**src/design/apdf_pkg.sv**
```systemverilog
// Shared types, register codes, constants and helper functions of the angular density evaluator.
`timescale 1ns / 1ps

package apdf_pkg;

  // Default number of CORDIC rotation steps.
  localparam int ANGLE_BITS_DEF = 16;

  // Configuration register indexes.
  localparam int CFG_IDX_W = 3;
  localparam logic [CFG_IDX_W-1:0] REG_LONG_FRACTION   = 3'd0;
  localparam logic [CFG_IDX_W-1:0] REG_FB_ASYM         = 3'd1;
  localparam logic [CFG_IDX_W-1:0] REG_TRANS_IMAG_ASYM = 3'd2;
  localparam logic [CFG_IDX_W-1:0] REG_TRANS_ASYM_TWO  = 3'd3;
  localparam logic [CFG_IDX_W-1:0] REG_SWAVE_INTERF    = 3'd4;
  localparam logic [CFG_IDX_W-1:0] REG_SWAVE_FRACTION  = 3'd5;

  // CORDIC start value (inverse gain) in Q2.30.
  localparam logic signed [33:0] CORDIC_X0 = 34'sd652032874;

  // Reciprocal of three for operands below 2^33, scaled by 2^35.
  localparam logic [33:0] RECIP3 = 34'd11453246123;

  // Event angles carried alongside the azimuth rotation.
  typedef struct packed {
    logic signed [15:0] cos_lepton;
    logic signed [15:0] cos_kaon;
  } evt_t;

  // Physics parameters held in configuration.
  typedef struct packed {
    logic [15:0]        long_fraction;
    logic signed [15:0] forward_backward_asym;
    logic signed [15:0] transverse_imag_asym;
    logic [15:0]        transverse_asym_two;
    logic signed [15:0] swave_interference;
    logic [15:0]        swave_fraction;
  } cfg_t;

  // Arctangent of 2^-i as a fraction of a full turn scaled by 2^32.
  function automatic logic signed [33:0] atan_turn(input logic [4:0] idx);
    logic signed [33:0] v;
    unique case (idx)
      5'd0:  v = 34'sd536870912;
      5'd1:  v = 34'sd316933406;
      5'd2:  v = 34'sd167458907;
      5'd3:  v = 34'sd85004756;
      5'd4:  v = 34'sd42667331;
      5'd5:  v = 34'sd21354465;
      5'd6:  v = 34'sd10679838;
      5'd7:  v = 34'sd5340245;
      5'd8:  v = 34'sd2670163;
      5'd9:  v = 34'sd1335087;
      5'd10: v = 34'sd667544;
      5'd11: v = 34'sd333772;
      5'd12: v = 34'sd166886;
      5'd13: v = 34'sd83443;
      5'd14: v = 34'sd41722;
      5'd15: v = 34'sd20861;
      5'd16: v = 34'sd10430;
      5'd17: v = 34'sd5215;
      5'd18: v = 34'sd2608;
      5'd19: v = 34'sd1304;
      5'd20: v = 34'sd652;
      5'd21: v = 34'sd326;
      5'd22: v = 34'sd163;
      5'd23: v = 34'sd81;
      5'd24: v = 34'sd41;
      5'd25: v = 34'sd20;
      5'd26: v = 34'sd10;
      5'd27: v = 34'sd5;
      5'd28: v = 34'sd3;
      5'd29: v = 34'sd1;
      5'd30: v = 34'sd1;
      default: v = 34'sd0;
    endcase
    return v;
  endfunction

  // Floor of a non-negative operand below 2^33 divided by three.
  function automatic logic [31:0] div3_u33(input logic [32:0] u);
    logic [66:0] prod;
    prod = 67'(u) * 67'(RECIP3);
    return prod[66:35];
  endfunction

endpackage

```
**src/design/apdf_cordic.sv**
```systemverilog
// Pipelined CORDIC rotator giving cosine and sine of twice the azimuth.
`timescale 1ns / 1ps

module apdf_cordic #(
  parameter int ANGLE_BITS = apdf_pkg::ANGLE_BITS_DEF
) (
  input  logic                clk,
  input  logic                rst_n,
  input  logic                en,
  input  logic                in_valid,
  input  logic [15:0]         in_code,
  input  apdf_pkg::evt_t      in_evt,
  output logic                out_valid,
  output logic signed [16:0]  out_cos,
  output logic signed [16:0]  out_sin,
  output apdf_pkg::evt_t      out_evt
);

  logic signed [33:0] x_r [ANGLE_BITS+1];
  logic signed [33:0] y_r [ANGLE_BITS+1];
  logic signed [33:0] a_r [ANGLE_BITS+1];
  logic               flip_r [ANGLE_BITS+1];
  apdf_pkg::evt_t     evt_r [ANGLE_BITS+1];
  logic [ANGLE_BITS:0] v_r;

  logic signed [31:0] ang;
  logic signed [33:0] ang_ext;
  logic signed [33:0] ang_fold;
  logic               flip;

  logic signed [33:0] xf;
  logic signed [33:0] yf;
  logic signed [33:0] xr;
  logic signed [33:0] yr;

  logic               out_valid_r;
  logic signed [16:0] cos_r;
  logic signed [16:0] sin_r;
  apdf_pkg::evt_t     oevt_r;

  // Fold the doubled angle into the right half plane.
  always_comb begin
    ang     = signed'({in_code, 16'b0});
    ang_ext = 34'(ang);
    flip    = 1'b0;
    ang_fold = ang_ext;
    if (ang_ext > 34'sd1073741824) begin
      ang_fold = ang_ext - 34'sd2147483648;
      flip     = 1'b1;
    end else if (ang_ext < -34'sd1073741824) begin
      ang_fold = ang_ext + 34'sd2147483648;
      flip     = 1'b1;
    end
  end

  // Valid bits of the fold stage and the rotation steps.
  always_ff @(posedge clk) begin
    if (!rst_n) begin
      v_r         <= '0;
      out_valid_r <= 1'b0;
    end else if (en) begin
      v_r         <= {v_r[ANGLE_BITS-1:0], in_valid};
      out_valid_r <= v_r[ANGLE_BITS];
    end
  end

  // One micro-rotation per stage.
  always_ff @(posedge clk) begin
    if (en) begin
      x_r[0]    <= apdf_pkg::CORDIC_X0;
      y_r[0]    <= '0;
      a_r[0]    <= ang_fold;
      flip_r[0] <= flip;
      evt_r[0]  <= in_evt;
      for (int i = 0; i < ANGLE_BITS; i++) begin
        if (a_r[i] >= 0) begin
          x_r[i+1] <= x_r[i] - (y_r[i] >>> i);
          y_r[i+1] <= y_r[i] + (x_r[i] >>> i);
          a_r[i+1] <= a_r[i] - apdf_pkg::atan_turn(5'(i));
        end else begin
          x_r[i+1] <= x_r[i] + (y_r[i] >>> i);
          y_r[i+1] <= y_r[i] - (x_r[i] >>> i);
          a_r[i+1] <= a_r[i] + apdf_pkg::atan_turn(5'(i));
        end
        flip_r[i+1] <= flip_r[i];
        evt_r[i+1]  <= evt_r[i];
      end
    end
  end

  // Undo the fold, round to Q1.15 and clamp to plus or minus one.
  always_comb begin
    xf = flip_r[ANGLE_BITS] ? -x_r[ANGLE_BITS] : x_r[ANGLE_BITS];
    yf = flip_r[ANGLE_BITS] ? -y_r[ANGLE_BITS] : y_r[ANGLE_BITS];
    xr = (xf + 34'sd16384) >>> 15;
    yr = (yf + 34'sd16384) >>> 15;
  end

  always_ff @(posedge clk) begin
    if (en) begin
      oevt_r <= evt_r[ANGLE_BITS];
      if (xr > 34'sd32768) begin
        cos_r <= 17'sd32768;
      end else if (xr < -34'sd32768) begin
        cos_r <= -17'sd32768;
      end else begin
        cos_r <= xr[16:0];
      end
      if (yr > 34'sd32768) begin
        sin_r <= 17'sd32768;
      end else if (yr < -34'sd32768) begin
        sin_r <= -17'sd32768;
      end else begin
        sin_r <= yr[16:0];
      end
    end
  end

  assign out_valid = out_valid_r;
  assign out_cos   = cos_r;
  assign out_sin   = sin_r;
  assign out_evt   = oevt_r;

endmodule

```
**config.mk**
```make
export PLATFORM = sky130hd
export DESIGN_NAME = apdf_cordic
export DESIGN_NICKNAME = d
export VERILOG_FILES = /design/src/design/apdf_pkg.sv /design/src/design/apdf_cordic.sv
export SDC_FILE = /design/constraint.sdc
export NUM_CORES = 2
export LEC_CHECK = 0
export CAP_MARGIN = 0
export CORE_MARGIN = 8
export CORE_UTILIZATION = 45
export CTS_BUF_LIST = sky130_fd_sc_hd__clkbuf_2 sky130_fd_sc_hd__clkbuf_4 sky130_fd_sc_hd__clkbuf_8
export DETAILED_ROUTE_END_ITERATION = 7
export DONT_BUFFER_PORTS = 1
export SLEW_MARGIN = 10
export SYNTH_ARGS = -nofsm -noshare
export SYNTH_HDL_FRONTEND = slang
export SYNTH_SLANG_ARGS = --single-unit
export TNS_END_PERCENT = 10
```
**constraint.sdc**
```tcl
create_clock -name clk -period 7.2 [get_ports clk]
set_clock_uncertainty 0.05 [all_clocks]
set_input_delay 1.08 -clock clk [delete_from_list [all_inputs] [get_ports clk]]
set_output_delay 1.08 -clock clk [all_outputs]
set_load 0.1 [all_outputs]
```
==> reports/qor.txt <==
Layout Nets - 18,300
Global-route wire length before repair - 560 mm
Post-Syn Area - 0.142 mm^2
RSZ-0062 raised after global routing - no
Main synth FF type - edfxtp_1
Filler instances - 27,700
Dpl ws - -2.23 ns
Number of max-cap violations - 0
Sequential share of the synthesized area - 0.440
Total number of yosys warnings - 0
Ports - 119
Crit path DAT - 7.38 ns
Drt drc - 0
Netlist cell types - 122
Iter 0 DRT Violations - 6,116
Net Count, Synth - 14,900
Routed WL - 347 mm
Final Cycle Share - 0.919
Synth area leader - edfxtp_1
Clk buf depth - 4
Total CTS buffers - 367
CP startpoint kind - input pin
Root Driver - clkbuf_8
Kind of critical path - input pin to flip-flop
Worst slew pin tran - 1.27 ns
Layout Utilization - 0.567
Syn Inst Count - 13,500
Std-Cell Rows - 206
Post-CTS Setup Bufs - 0
Asr flop ratio synth - 0
Share of layout cells above drive strength 1 - 0.231
CTS tree - yes
# H-tree levels - 5
Post-detailed-route wirelength per cell - 16.3 um
Final Hold Fails - 0
DR pass1 iterations - 6
Syn Area/Cell - 10.6 um^2
Most common cell in the netlist - edfxtp_1
Largest net degree at the start of global routing - 231
FMAX - 151 MHz
Cells after DPL - 20,600
IO Port Bufs - 0
Hold Crit Class - input pin to flip-flop
PnR worst setup slack - 0.582 ns
Clock transition at path regs - 0.07 ns
Slew Viols, Final - 0
Clock Latency Late Sink - 1.10 ns
Vias in the first global route - 109,000
Floorplan die width - 578 um
Vias - 112,000
Number of vias per cell - 5.25
DIE AREA - 0.335 mm^2
Crit. End Element - flip-flop
Initial Util - 0.452
Initial antenna violation count - 2
Final setup vio count - 0
Area share of the largest cell type after synthesis - 0.437
Final hold slack - 0.159 ns
Ranking of synthesized cells by area - edfxtp_1 (44%), ha_1 (12%), xnor2_1 (7.9%), a21oi_1 (4.4%), xor2_1 (3.6%)
Total GRT Usage - 0.202
Die height - 578 um
Max FO, Critical Path - 133
Status - completed
Synth Register Bits - 2,091
Minimum clock period - 6.62 ns
Area Growth Syn to Fin - 25.5%
Non-filler cells, final - 21,300
Slew HR - 0.132
CORE AREA - 0.315 mm^2
R2R setup slack - 1.57 ns
Sink Count - 2,091
Global route overflow - 0
RePlAce Congestion - 0.915
Synth cell count leaders - edfxtp_1 (2,073), ha_1 (1,378), xnor2_1 (1,284)
WP data required - 7.96 ns
Antenna-violating nets left - 0
HPWL after DPL - 271 mm
Post-synth EDFFs - 2,073
-- placed cells by master, fill, tap and decap left out, types with 155 or more instances in the layout --
cell type,synthesis,final
buf_4,2,3123
nor2_1,1028,1028
nor3_1,313,313
xnor2_1,1284,1284
nand2_1,713,702
nand2b_1,228,228
o21a_1,208,208
a21o_1,508,508
xor2_1,589,589
a21oi_1,1257,1257
clkbuf_8,0,374
o21ai_0,670,670
nand3_1,235,235
ha_1,1378,1378
edfxtp_1,2073,2073
o31ai_1,155,155
o21bai_1,160,160
nor2b_1,194,194
inv_1,546,539
-- flip-flops by register name, summed over array words and instances, names as in the netlist --
register and cells:
out_sin 17, out_valid 1, a_r 451, y_r 511, out_evt 32, flip_r 17
evt_r 544, v_r 17, x_r 484, out_cos 17
-- cells by family (layout without fill, tap and decap cells) --
| kind of cell | count (synthesis) | count (layout) | synth area share |
|---|---|---|---|
| AO/OA/AOI/OAI | 3799 | 3799 | 0.171 |
| XOR/XNOR | 1877 | 1877 | 0.116 |
| adder cells (fa/ha/maj) | 1420 | 1420 | 0.127 |
| buffers and inverters | 756 | 4398 | 0.0202 |
| flip-flops | 2091 | 2091 | 0.440 |
| multiplexers | 117 | 117 | 0.00858 |
| other | 0 | 5 | 0 |
| AND/OR/NAND/NOR | 3398 | 3398 | 0.117 |
-- through the flow --
stage	instance area (um^2)	setup TNS, ns
finish	179000	0
CTS	179000	0
floorplan	142000	0
global placement	171000	-780.32
detailed placement	171000	-872.24
global route	179000	0
-- cell type report --
class	instances	area [um^2]	area share
multi-input combinational	10600	76900	0.431
clock buffer	471	5880	0.0329
inverter	551	2070	0.0116
antenna	5	12.5	0.0000701
clock inverter	178	1340	0.00751
timing repair buffer	3198	24600	0.138
tap	4160	5200	0.0291
sequential	2091	62600	0.351
-- worst max-delay path: stages --
cell	delay [ns]
buf_16	0.38
buf_16	0.43
buf_16	0.19
buf_16	0.29
buf_16	0.43
buf_16	0.40
nand2_2	0.14
buf_4	0.19
inv_2	0.12
buf_4	0.17
nor2_1	0.05
xnor2_1	0.12
ha_1	0.29
o21a_1	0.18
o31ai_2	0.08
a211oi_1	0.15
buf_4	0.16
nor4_1	0.27
buf_4	0.17
nor4_1	0.05
buf_4	0.14
a2111oi_2	0.49
a21oi_1	0.17
nor4_1	0.35
o311a_1	0.26
a21oi_1	0.08
xnor2_1	0.13
-- layer usage --
layer	vias up	part of all wire	global-route usage	wire [um]
met5	-	0	0	0
met1	52200	0.45	0.260	157000
met4	0	0.028	0.0567	9790
met2	1789	0.48	0.357	167000
met3	557	0.039	0.0267	13400
li1	57100	-	-	-
-- timing repair --
item	CTS	global route
hold endpoints to repair	227	0
pin swaps	0	0
hold buffers	53	0
endpoints found under the setup margin	299	11
resized for setup	0	0
gates cloned	4	1
-- worst paths after layout --
| kind | startpoint | endpoint | cells after the start |
|---|---|---|---|
| min | en | v_r[15] | 2 |
| max | en | y_r[15][33] | 27 |
| min reg2reg | evt_r[6][11] | evt_r[7][11] | 0 |
| max reg2reg | x_r[10][10] | y_r[11][32] | 19 |
Power is left out: the tool's default activity adds up to more than one toggle a clock period on the data nets, which glitch-free logic cannot reach.
